File: config.mk
export PLATFORM = sky130hd
export DESIGN_NAME = disk_busy_window_detector
export DESIGN_NICKNAME = d
export VERILOG_FILES = /design/src/design/dbw_pkg.sv /design/src/design/dbw_div.sv /design/src/design/dbw_hist.sv /design/src/design/disk_busy_window_detector.sv
export SDC_FILE = /design/constraint.sdc
export NUM_CORES = 2
export LEC_CHECK = 0
export ABC_AREA = 1
export BUFFER_PORTS_ARGS = -buffer_cell sky130_fd_sc_hd__buf_2
export CAP_MARGIN = 20
export CORE_ASPECT_RATIO = 0.75
export CORE_MARGIN = 10
export CORE_UTILIZATION = 41
export DETAILED_ROUTE_END_ITERATION = 10
export MAX_ROUTING_LAYER = met4
export PLACE_DENSITY = 0.54
export RECOVER_POWER = 25
export SYNTH_ARGS = -nofsm -noshare
export SYNTH_HDL_FRONTEND = slang
export SYNTH_SLANG_ARGS = --single-unit
File: constraint.sdc
create_clock -name clk -period 13.25 [get_ports clk]
set_input_delay 1.9875 -clock clk [delete_from_list [all_inputs] [get_ports clk]]
set_output_delay 1.9875 -clock clk [all_outputs]
set_load 0.01 [all_outputs]
File: src/design/dbw_pkg.sv
`default_nettype none

package dbw_pkg;

  // Field widths
  localparam int TICK_W     = 64;
  localparam int BUSY_W     = 15;
  localparam int SUM_OUT_W  = 21;
  localparam int WLEN_W     = 7;
  localparam int CFG_DATA_W = 15;
  localparam int CFG_IDX_W  = 2;

  // Busy level of a fully busy interval, in 1/256 percent
  localparam logic [BUSY_W-1:0] BUSY_FULL = 15'd25600;

  // Product delta * 25600 needs 64 + 15 bits; the quotient has 15 bits
  localparam int PROD_W    = TICK_W + BUSY_W;
  localparam int DIV_STEPS = BUSY_W;

  // Register reset values and default window depth
  localparam int                    MAX_WINDOW_DEF = 64;
  localparam logic [BUSY_W-1:0]     THRESH_RESET   = 15'd20480;
  localparam logic [WLEN_W-1:0]     WLEN_RESET     = 7'd10;

  // Register indexes of the configuration port
  localparam logic [CFG_IDX_W-1:0]  REG_THRESHOLD  = 2'd0;
  localparam logic [CFG_IDX_W-1:0]  REG_WINDOW_LEN = 2'd1;

endpackage

`default_nettype wire

File: src/design/dbw_div.sv
`default_nettype none

// Restoring divider, one quotient bit per cycle. The caller guarantees that
// the quotient fits in BUSY_W bits, so the upper numerator bits are already
// below the divisor and seed the remainder directly.
module dbw_div
  import dbw_pkg::*;
(
  input  wire logic              clk,
  input  wire logic              rst,
  input  wire logic              start,
  input  wire logic [PROD_W-1:0] numerator,
  input  wire logic [TICK_W-1:0] divisor,
  output logic                   done,
  output logic [BUSY_W-1:0]      quotient
);

  localparam int CNT_W = $clog2(DIV_STEPS + 1);

  logic              run;
  logic [CNT_W-1:0]  cnt;
  logic [TICK_W-1:0] rem;
  logic [BUSY_W-1:0] low_bits;
  logic [TICK_W:0]   trial;
  logic              ge;

  // Shift the next numerator bit in and try the subtraction
  assign trial = {rem, low_bits[BUSY_W-1]};
  assign ge    = (trial >= {1'b0, divisor});

  // Control: step counter and completion pulse
  always_ff @(posedge clk) begin
    if (rst) begin
      run  <= 1'b0;
      cnt  <= '0;
      done <= 1'b0;
    end else begin
      done <= 1'b0;
      if (start) begin
        run <= 1'b1;
        cnt <= CNT_W'(DIV_STEPS);
      end else if (run) begin
        cnt <= cnt - CNT_W'(1);
        if (cnt == CNT_W'(1)) begin
          run  <= 1'b0;
          done <= 1'b1;
        end
      end
    end
  end

  // Datapath: remainder, remaining numerator bits, quotient
  always_ff @(posedge clk) begin
    if (start) begin
      rem      <= numerator[PROD_W-1:BUSY_W];
      low_bits <= numerator[BUSY_W-1:0];
      quotient <= '0;
    end else if (run) begin
      low_bits <= {low_bits[BUSY_W-2:0], 1'b0};
      quotient <= {quotient[BUSY_W-2:0], ge};
      if (ge) begin
        rem <= TICK_W'(trial - {1'b0, divisor});
      end else begin
        rem <= trial[TICK_W-1:0];
      end
    end
  end

endmodule

`default_nettype wire

File: src/design/dbw_hist.sv
`default_nettype none

// Sample history: one write port, one registered read port
module dbw_hist
  import dbw_pkg::*;
#(
  parameter int DEPTH = MAX_WINDOW_DEF,
  parameter int AW    = (DEPTH > 1) ? $clog2(DEPTH) : 1
) (
  input  wire logic              clk,
  input  wire logic              wr_en,
  input  wire logic [AW-1:0]     wr_addr,
  input  wire logic [BUSY_W-1:0] wr_data,
  input  wire logic [AW-1:0]     rd_addr,
  output logic [BUSY_W-1:0]      rd_data
);

  logic [BUSY_W-1:0] mem [DEPTH];

  // Write when enabled, read every cycle
  always_ff @(posedge clk) begin
    if (wr_en) begin
      mem[wr_addr] <= wr_data;
    end
    rd_data <= mem[rd_addr];
  end

endmodule

`default_nettype wire

File: src/design/disk_busy_window_detector.sv
`default_nettype none

// Disk busy window detector.
// Input stream: one transaction per sample; s_axis_tuser is the sample-valid
// flag, s_axis_tdata carries the busy counter and the timestamp (both ms).
// Output stream: one transaction per input transaction, with the busy level
// of the sample (1/256 percent), the window sum, window-full, over-threshold
// and, in m_axis_tuser, the read-error flag for an invalid sample.
// Configuration channel: index 0 sets the busy threshold, index 1 sets the
// window length and clears the window; writes are taken while idle.
// Sequence: an invalid sample goes from acceptance straight to the result
// state; a valid one passes the delta, prep, divide (only when needed) and
// update states first, the divide running the 15-step restoring divider.
// One sample is in work at a time: no new one is taken before it is done.
// A finished result waits in the output register, so the next sample is
// accepted while the receiver stalls; a second result then waits inside.
// Reset restores the register defaults and empties the window and the
// previous-sample state; the history needs no clearing.
module disk_busy_window_detector
  import dbw_pkg::*;
#(
  parameter int MAX_WINDOW = MAX_WINDOW_DEF
) (
  input  wire logic                  clk,
  input  wire logic                  rst,
  // fields from bit 0: busy_ticks[63:0], time_ms[127:64]
  input  wire logic [2*TICK_W-1:0]   s_axis_tdata,
  // fields from bit 0: sample_valid
  input  wire logic                  s_axis_tuser,
  input  wire logic                  s_axis_tvalid,
  output logic                       s_axis_tready,
  // fields from bit 0: over_threshold, window_full, busy_sample[16:2],
  // busy_sum[37:17], zero fill[39:38]
  output logic [39:0]                m_axis_tdata,
  // fields from bit 0: read_error
  output logic                       m_axis_tuser,
  output logic                       m_axis_tvalid,
  input  wire logic                  m_axis_tready,
  input  wire logic                  cfg_valid,
  output logic                       cfg_ready,
  input  wire logic [CFG_IDX_W-1:0]  cfg_index,
  input  wire logic [CFG_DATA_W-1:0] cfg_data
);

  localparam int AW    = (MAX_WINDOW > 1) ? $clog2(MAX_WINDOW) : 1;
  localparam int CW    = $clog2(MAX_WINDOW + 1);
  localparam int LCMP_W = (CW > WLEN_W) ? CW : WLEN_W;
  localparam int SUM_W = $clog2(25600 * MAX_WINDOW + 1);
  localparam int TH_W  = BUSY_W + CW;
  localparam int CMP_W = (SUM_W > TH_W) ? SUM_W : TH_W;

  typedef enum logic [5:0] {
    S_IDLE   = 6'b000001,
    S_DELTA  = 6'b000010,
    S_PREP   = 6'b000100,
    S_DIV    = 6'b001000,
    S_UPDATE = 6'b010000,
    S_RESULT = 6'b100000
  } state_t;

  state_t state;

  // Configuration registers
  logic [BUSY_W-1:0] busy_threshold;
  logic [WLEN_W-1:0] window_length;

  // Sample and window state
  logic [TICK_W-1:0] prev_ticks;
  logic [TICK_W-1:0] prev_time;
  logic              have_prev;
  logic [AW-1:0]     head;
  logic [CW-1:0]     fill;
  logic [SUM_W-1:0]  window_sum;

  // Per-item working registers
  logic [TICK_W-1:0] in_ticks;
  logic [TICK_W-1:0] in_time;
  logic [TICK_W-1:0] delta;
  logic [TICK_W-1:0] elapsed;
  logic              calc;
  logic              res_err;
  logic [BUSY_W-1:0] busy_val;

  // Output register
  logic              out_valid;
  logic              out_over;
  logic              out_full;
  logic              out_err;
  logic [BUSY_W-1:0] out_busy;
  logic [SUM_OUT_W-1:0] out_sum;

  logic              in_acc;
  logic              cfg_acc;
  logic              load_out;
  logic [CW-1:0]     len;
  logic [LCMP_W-1:0] wl_ext;
  logic [CW-1:0]     head_ext;
  logic [CW-1:0]     head_inc;
  logic [PROD_W-1:0] delta_ext;
  logic [PROD_W-1:0] product;
  logic              div_start;
  logic              div_done;
  logic [BUSY_W-1:0] div_quo;
  logic [BUSY_W-1:0] old_busy;
  logic              hist_we;
  logic [TH_W-1:0]   th_len;
  logic              res_full;
  logic              res_over;

  assign s_axis_tready = (state == S_IDLE);
  assign cfg_ready     = (state == S_IDLE);
  assign in_acc        = s_axis_tvalid && s_axis_tready;
  assign cfg_acc       = cfg_valid && cfg_ready;

  // Effective window length: zero counts as one, saturate at the depth
  assign wl_ext = LCMP_W'(window_length);
  always_comb begin
    if (window_length == '0) begin
      len = CW'(1);
    end else if (wl_ext > LCMP_W'(MAX_WINDOW)) begin
      len = CW'(MAX_WINDOW);
    end else begin
      len = wl_ext[CW-1:0];
    end
  end

  assign head_ext = CW'(head);
  assign head_inc = head_ext + CW'(1);

  // delta * 25600 = delta * (2^14 + 2^13 + 2^10)
  assign delta_ext = PROD_W'(delta);
  assign product   = (delta_ext << 14) + (delta_ext << 13) + (delta_ext << 10);

  assign div_start = (state == S_PREP) && calc && (elapsed != '0) && (delta < elapsed);
  assign hist_we   = (state == S_UPDATE);

  // Result flags from the settled window
  assign th_len   = TH_W'(busy_threshold) * TH_W'(len);
  assign res_full = (fill == len);
  assign res_over = !res_err && res_full && (CMP_W'(window_sum) > CMP_W'(th_len));
  assign load_out = (state == S_RESULT) && (!out_valid || m_axis_tready);

  dbw_div u_div (
    .clk       (clk),
    .rst       (rst),
    .start     (div_start),
    .numerator (product),
    .divisor   (elapsed),
    .done      (div_done),
    .quotient  (div_quo)
  );

  dbw_hist #(
    .DEPTH (MAX_WINDOW),
    .AW    (AW)
  ) u_hist (
    .clk     (clk),
    .wr_en   (hist_we),
    .wr_addr (head),
    .wr_data (busy_val),
    .rd_addr (head),
    .rd_data (old_busy)
  );

  // Sequencer and control state
  always_ff @(posedge clk) begin
    if (rst) begin
      state          <= S_IDLE;
      busy_threshold <= THRESH_RESET;
      window_length  <= WLEN_RESET;
      prev_ticks     <= '0;
      prev_time      <= '0;
      have_prev      <= 1'b0;
      head           <= '0;
      fill           <= '0;
      window_sum     <= '0;
      out_valid      <= 1'b0;
    end else begin
      // Load a new result, or drop the output once taken
      if (load_out) begin
        out_valid <= 1'b1;
      end else if (m_axis_tready) begin
        out_valid <= 1'b0;
      end
      if (cfg_acc) begin
        unique case (cfg_index)
          REG_THRESHOLD: busy_threshold <= cfg_data[BUSY_W-1:0];
          REG_WINDOW_LEN: begin
            window_length <= cfg_data[WLEN_W-1:0];
            head          <= '0;
            fill          <= '0;
            window_sum    <= '0;
          end
          default: ;
        endcase
      end
      unique case (state)
        S_IDLE: begin
          if (in_acc) begin
            state <= s_axis_tuser ? S_DELTA : S_RESULT;
          end
        end
        S_DELTA: begin
          prev_ticks <= in_ticks;
          prev_time  <= in_time;
          have_prev  <= 1'b1;
          if (head_ext >= len) begin
            head <= '0;
          end
          state <= S_PREP;
        end
        S_PREP: begin
          state <= div_start ? S_DIV : S_UPDATE;
        end
        S_DIV: begin
          if (div_done) begin
            state <= S_UPDATE;
          end
        end
        S_UPDATE: begin
          // Retire the oldest sample once the window is full
          if (fill >= len) begin
            window_sum <= window_sum - SUM_W'(old_busy) + SUM_W'(busy_val);
            fill       <= len;
          end else begin
            window_sum <= window_sum + SUM_W'(busy_val);
            fill       <= fill + CW'(1);
          end
          head  <= (head_inc >= len) ? '0 : head_inc[AW-1:0];
          state <= S_RESULT;
        end
        S_RESULT: begin
          if (load_out) begin
            state <= S_IDLE;
          end
        end
        default: state <= S_IDLE;
      endcase
    end
  end

  // Per-item datapath
  always_ff @(posedge clk) begin
    if (in_acc) begin
      in_ticks <= s_axis_tdata[TICK_W-1:0];
      in_time  <= s_axis_tdata[2*TICK_W-1:TICK_W];
      res_err  <= !s_axis_tuser;
    end
    if (state == S_DELTA) begin
      delta   <= in_ticks - prev_ticks;
      elapsed <= in_time - prev_time;
      calc    <= have_prev;
    end
    if (state == S_PREP) begin
      if (!calc || (elapsed == '0)) begin
        busy_val <= '0;
      end else if (delta >= elapsed) begin
        busy_val <= BUSY_FULL;
      end
    end
    if ((state == S_DIV) && div_done) begin
      busy_val <= div_quo;
    end
    // Hold the result fields until the receiver takes them
    if (load_out) begin
      out_over <= res_over;
      out_full <= res_full;
      out_err  <= res_err;
      out_busy <= res_err ? '0 : busy_val;
      out_sum  <= SUM_OUT_W'(window_sum);
    end
  end

  assign m_axis_tvalid = out_valid;
  assign m_axis_tuser  = out_err;
  assign m_axis_tdata  = {2'b00, out_sum, out_busy, out_full, out_over};

endmodule

`default_nettype wire
# After elaboration in Yosys (flattened, before gate mapping)

Memory sizes are Yosys's and may differ from the RTL's. A register that Yosys moved wholly into a read port is not among the register bits.
Cells that the tools add are included.

Order comparisons: 8
Bitwise operators: 1
Multipliers: 1
Eq/ne operators: 12
Add/subtract/negate cells: 11
Reductions and logical operators: 31
Muxes and demuxes: 40

Operators with widths:

| operator                                 | number |
|---|---|
| two-way mux 64 bit                       | 3 |
| subtractor 64 bit                        | 3 |
| two-way mux 15 bit                       | 6 |
| two-way mux 21 bit                       | 4 |
| adder 78 x 77 -> 79 bit                  | 1 |
| adder 79 x 74 -> 79 bit                  | 1 |
| >= comparator 65 x 64 -> 1 bit           | 1 |
| >= comparator 64 bit                     | 1 |
| logical NOT 64 bit                       | 1 |
| less-than comparator 64 bit              | 1 |
| nonzero test 64 bit                      | 1 |
| two-way mux 6 bit                        | 8 |
| adder 21 x 15 -> 21 bit                  | 2 |
| two-way mux 7 bit                        | 6 |
| case mux 6 bit (6 select lines)          | 1 |
| greater-than comparator 21 x 22 -> 1 bit | 1 |
| multiplier 15 x 7 -> 22 bit              | 1 |
| subtractor 21 x 15 -> 21 bit             | 1 |
| >= comparator 7 bit                      | 2 |
| case mux 6 bit (2 select lines)          | 1 |
| nonzero test 2 bit                       | 5 |
| logical AND 1 bit                        | 9 |
| two-way mux 1 bit                        | 8 |
| two-way mux 4 bit                        | 2 |
| other kinds (26)                         | 34 |

Memories: 1
Output and inout bits: 44
Bits of input ports: 151
Register bits after elaboration: 604
Word-level logic and storage cells: 133
RAM bits: 960

Memories:

| memory     | depth | bits a word | read ports | clocked after memory_dff | wr ports | line           | source |
|---|---|---|---|---|---|---|---|
| u_hist.mem | 64    | 15          | 1          | 1                        | 1        | dbw_hist.sv:18 | `logic [BUSY_W-1:0] mem [DEPTH];` |

# Depth between registers and ports, before layout

Depth after elaboration: 6
Depth in mapped cells: 33
Mapped depth without buffers: 32

# Modules after synthesis

From an unflattened synthesis, not the netlist that was laid out.

Cells, all modules: 10865
Area, all modules: 91955.7 µm²

Modules (own cells, without submodules):

| module                    | seq. area each (µm²) | cells an instance | area each (µm²) | times used |
|---|---|---|---|---|
| disk_busy_window_detector | 13212.7              | 5604              | 41180.7         | 1 |
| dbw_hist                  | 29127.9              | 3304              | 39273.9         | 1 |
| dbw_div                   | 2792.7               | 1957              | 11501.0         | 1 |

# Least setup slack after synthesis

No wires, ideal clock.

Kind: input to register
Start: input s_axis_tvalid
End: register in_ticks[0] (enable)
Required time: 12631 ps
Stages: 2
Setup slack: 5273 ps
Buffers on the path: 0
Data arrival time: 7357 ps
Setup time: 619 ps
Path through: inv_1 -> nor2_1

Longest elaborated chain between the ends: 1

Ends and longest elaborated chain:

| element              | line                             | source |
|---|---|---|
| start, declared      | disk_busy_window_detector.sv:30  | `input wire logic s_axis_tvalid,` |
| logical AND 1 bit    | disk_busy_window_detector.sv:112 | `assign in_acc = s_axis_tvalid && s_axis_tready;` |
| named net in_acc     | disk_busy_window_detector.sv:92  | `logic in_acc;` |
| end signal, assigned | disk_busy_window_detector.sv:245 | `in_ticks <= s_axis_tdata[TICK_W-1:0];` |
| end, declared        | disk_busy_window_detector.sv:76  | `logic [TICK_W-1:0] in_ticks;` |

The timed path passes the listed nets, and every way through them passes these cells.
A chain may end at the register's enable or synchronous reset.

# Worst setup path after layout

Start: register window_length[6]
End: register out_over (data pin)

Longest elaborated chain between the ends: 6
Elaborated cells between the ends (all ways): 9
Those cells by class: mul: 1; order compare: 2; eq/ne: 1; mux: 2; reduce/logical: 3

Ends and longest elaborated chain:

| element                                                                       | line                                                               | source |
|---|---|---|
| start, declared                                                               | disk_busy_window_detector.sv:65                                    | `logic [WLEN_W-1:0] window_length;` |
| start signal, assigned                                                        | disk_busy_window_detector.sv:189                                   | `window_length <= cfg_data[WLEN_W-1:0];` |
| greater-than comparator 7 bit                                                 | disk_busy_window_detector.sv:120                                   | `end else if (wl_ext > LCMP_W'(MAX_WINDOW)) begin` |
| two-way mux 7 bit                                                             | disk_busy_window_detector.sv:120                                   |  |
| two-way mux 7 bit (*)                                                         | disk_busy_window_detector.sv:118                                   | `if (window_length == '0) begin` |
| multiplier 15 x 7 -> 22 bit or equality test 7 bit (tied branches)            | disk_busy_window_detector.sv:138, disk_busy_window_detector.sv:139 |  |
| greater-than comparator 21 x 22 -> 1 bit or logical AND 1 bit (tied branches) | disk_busy_window_detector.sv:140                                   | `assign res_over = !res_err && res_full && (CMP_W'(window_sum) > CMP_W'(th_len));` |
| logical AND 1 bit (*)                                                         | disk_busy_window_detector.sv:140                                   |  |
| named net res_over                                                            | disk_busy_window_detector.sv:108                                   | `logic res_over;` |
| end signal, assigned                                                          | disk_busy_window_detector.sv:266                                   | `out_over <= res_over;` |
| end, declared                                                                 | disk_busy_window_detector.sv:86                                    | `logic out_over;` |

Mark *: on every way through the listed nets, which the timed path passes. The rest lies on a longest branch.

==> flow_summary.ini <==
[placement]
dp_hpwl_microns = 233000
count_of_placed_standard_cells_including_taps = 12700
globalplace.congestion = 0.972
port-buffer-count = 192

[detailed_routing]
route.detailed.drc = 0
vias = 70800
detailedRoute.firstPassIterationCount = 6
detail_route.wl_per_cell_microns = 24.1
wl_microns = 313000
detail-route-antenna-nets = 0
first_iter_violations = 8581
drt-vias-per-instance = 5.44

[yosys]
synth_cells = 9791
synth.avg_cell_area_sq_um = 8.94
synth_edf_count = 1341
synth.top_cell.area_share_pct = 46.0
synth.ff_latch_count = 1569
async_flop_share_pct = 0
synth.distinct_cells = 49
syn-cell-area_sq_um = 87600
ys_warn_count = 0
synth_top_area_cell = sky130_fd_sc_hd__edfxtp_1
synth_sequential_area_ratio_pct = 51.2
synth_ff_type = sky130_fd_sc_hd__edfxtp_1
ys_top_cells_by_area = sky130_fd_sc_hd__edfxtp_1, sky130_fd_sc_hd__nand2_1, sky130_fd_sc_hd__ha_1

[clock_tree]
clk_path_buf_depth = 4
root_buffer = sky130_fd_sc_hd__clkbuf_16
cts_sinks = 1569
post_cts_hold_buffer_count = 0
tritoncts_buffers = 171
cts_max_level = 4
cts_resized = 0
clkLatencyLatePin_ns = 0.86
clkTransAtPathRegs_ns = 0.06
cts.repair_timing.setup_buffer_count = 0
cts_tree = built

[setup_path]
cpMaxStageDelayCell = sky130_fd_sc_hd__dfxtp_1
cp-start-kind = flop
critPathCaptureType = flop
timing.critical_path.mode_cell = sky130_fd_sc_hd__nor2_1
critical_path_required_ns = 13.76
timing_worst_setup_path_type = reg -> reg
timing.critical_path.slowest_cell_delay_ns = 0.93
critical_path_peak_fanout = 22
timing.critical_path.arrival_ns = 7.72

[run]
cap_violations = 11

[final_layout]
final_layout_size_suffix_gt1_share_pct = 5.88
area.growth.synth_to_final_pct = 11.3
commonest_cells_after_routing_fill_and_taps_aside = sky130_fd_sc_hd__nand2_1, sky130_fd_sc_hd__inv_1, sky130_fd_sc_hd__edfxtp_1
mostFrequentLayoutCell = sky130_fd_sc_hd__nand2_1
fin_nets = 10800
final_cells = 13000

[sta]
report.final.slew_viol_count = 635
period_needed_ns = 7.21
grt_setup_unrepaired = no
timing.slew.headroom_pct = -159
fmax_mhz = 139
timing.final.crit_share_pct = 54.4
worst-slew-pin-transition_ns = 3.88
final.setup.tns_ns = 0
final-setup-viol-count = 0
clock-skew-final_ns = 0.0981
timing_hold_violations_final = 0

[floorplanning]
die-area_sq_um = 233000
num_io_pins = 195
core_area_sq_um = 212000
floorplan.die.width_microns = 554
floorplan.initialDensity_pct = 41.4
placement_rows = 146
floorplan.die.height_microns = 420

[hold_path]
worstHoldPathType = reg -> reg

[pwr]
peak_supply_drop_v = 0.000110
power.density_nw_per_um2 = 123
cellLeakagePower_nw = 41.3

[global_routing]
grt.total_usage_pct = 26.8
antenna_found_initial = 21
grt_pass1_wl_microns = 455000
grt_start_max_net_pins = 102
first_global_vias = 66200
grt_overflow = 0

[outcome]
violations = capacitance limit, slew limit
outcome = finished with violations
[registers in the layout, indices dropped and copies added (netlist names), 4 cells and up]
signal	cells
u_hist.mem	960
delta	64
elapsed	64
in_ticks	64
in_time	64
prev_ticks	64
prev_time	64
u_div.rem	64
out_sum	21
window_sum	21
busy_threshold	15
busy_val	15
out_busy	15
u_div.quotient	15
u_hist.rd_data	15
fill	7
window_length	7
head	6
state	6
u_div.low_bits	5
u_div.cnt	4
[critical path: cells and delay by family, from the launching register on]
family	cells	cell delay, ns
AND/OR/NAND/NOR	10	1.42
XOR/XNOR	1	0.18
buffers and inverters	5	0.49
adder cells (fa/ha/maj)	6	2.77
AO/OA/AOI/OAI	6	1.14
flip-flops	1	0.93
[Yosys cell counts (15+ instances only)]
cell and number:
sky130_fd_sc_hd__nor3_1 59, sky130_fd_sc_hd__nor2_1 830, sky130_fd_sc_hd__xor2_1 138, sky130_fd_sc_hd__inv_1 1419, sky130_fd_sc_hd__nand3_1 451, sky130_fd_sc_hd__a22oi_1 127
sky130_fd_sc_hd__fa_1 144, sky130_fd_sc_hd__a21o_1 26, sky130_fd_sc_hd__nand4_1 185, sky130_fd_sc_hd__ha_1 447, sky130_fd_sc_hd__o211ai_1 22, sky130_fd_sc_hd__dfxtp_1 228
sky130_fd_sc_hd__xnor2_1 75, sky130_fd_sc_hd__o21ai_0 394, sky130_fd_sc_hd__buf_2 63, sky130_fd_sc_hd__buf_1 24, sky130_fd_sc_hd__clkbuf_1 125, sky130_fd_sc_hd__and3_1 18
sky130_fd_sc_hd__a21oi_1 652, sky130_fd_sc_hd__a31oi_1 19, sky130_fd_sc_hd__a221oi_1 94, sky130_fd_sc_hd__nand2_1 2655, sky130_fd_sc_hd__a22o_1 15, sky130_fd_sc_hd__o21ai_1 37
sky130_fd_sc_hd__o21bai_1 37, sky130_fd_sc_hd__o21a_1 16, sky130_fd_sc_hd__edfxtp_1 1341, sky130_fd_sc_hd__nor4_1 26
[report_power, final]
part	switching, mW	internal (mW)
Combinational	1.26	0.501
Sequential	0.0921	5.46
Clock	2.03	2.66
[worst paths after layout]
| path | from | end | slack, ns | cells after the start |
|---|---|---|---|---|
| worst max register to register | window_length[6] | out_over | 6.04 | 28 |
| worst min-delay path | have_prev | calc | 0.44 | 0 |
| worst max-delay path | window_length[6] | out_over | 6.04 | 28 |
| worst min register to register | have_prev | calc | 0.44 | 0 |
[logic make-up after synthesis]
family	after synthesis	share of synthesized area (%)
xor+xnor	213	2.13
flops	1569	51.2
buf+inv	1667	7.36
compound gates	1473	9.69
fa+ha+maj	591	9.68
simple gates	4277	19.9
other cells	1	0.00428
[cell type report]
| cell class | instances | area (sq um) |
|---|---|---|
| multi-input combinational | 6556 | 36400 |
| clock buffer | 214 | 4600 |
| antenna | 11 | 27.5 |
| inverter | 1435 | 5410 |
| fill | 20500 | 114000 |
| clock inverter | 91 | 762 |
| sequential | 1569 | 44800 |
| timing repair buffer | 324 | 1920 |
| tap | 2812 | 3520 |
[metrics by stage]
stage	hold WS [ns]	util [%]	setup WS, ns	area (sq um)	power (mW)
after floorplan	0.409	-	5.27	87600	6.68
after global placement	0.423	43.5	6.06	92100	7.36
after detailed placement	0.425	43.5	6.03	92100	7.36
after CTS	0.440	46.0	6.00	97500	12.0
after global routing	0.452	46.0	5.43	97400	12.4
final	0.439	46.0	6.04	97400	12.0
[metal layers]
metal | global-route usage, % | vias to the layer above | wire, microns
met1 | 43.1 | 34300 | 158000
met4 | 4.07 | 0 | 4970
met5 | - | - | 0
li1 | - | 33300 | -
met3 | 4.28 | 289 | 28800
met2 | 35.2 | 2982 | 121000
Note: power is estimated with default switching activity, not from simulation.
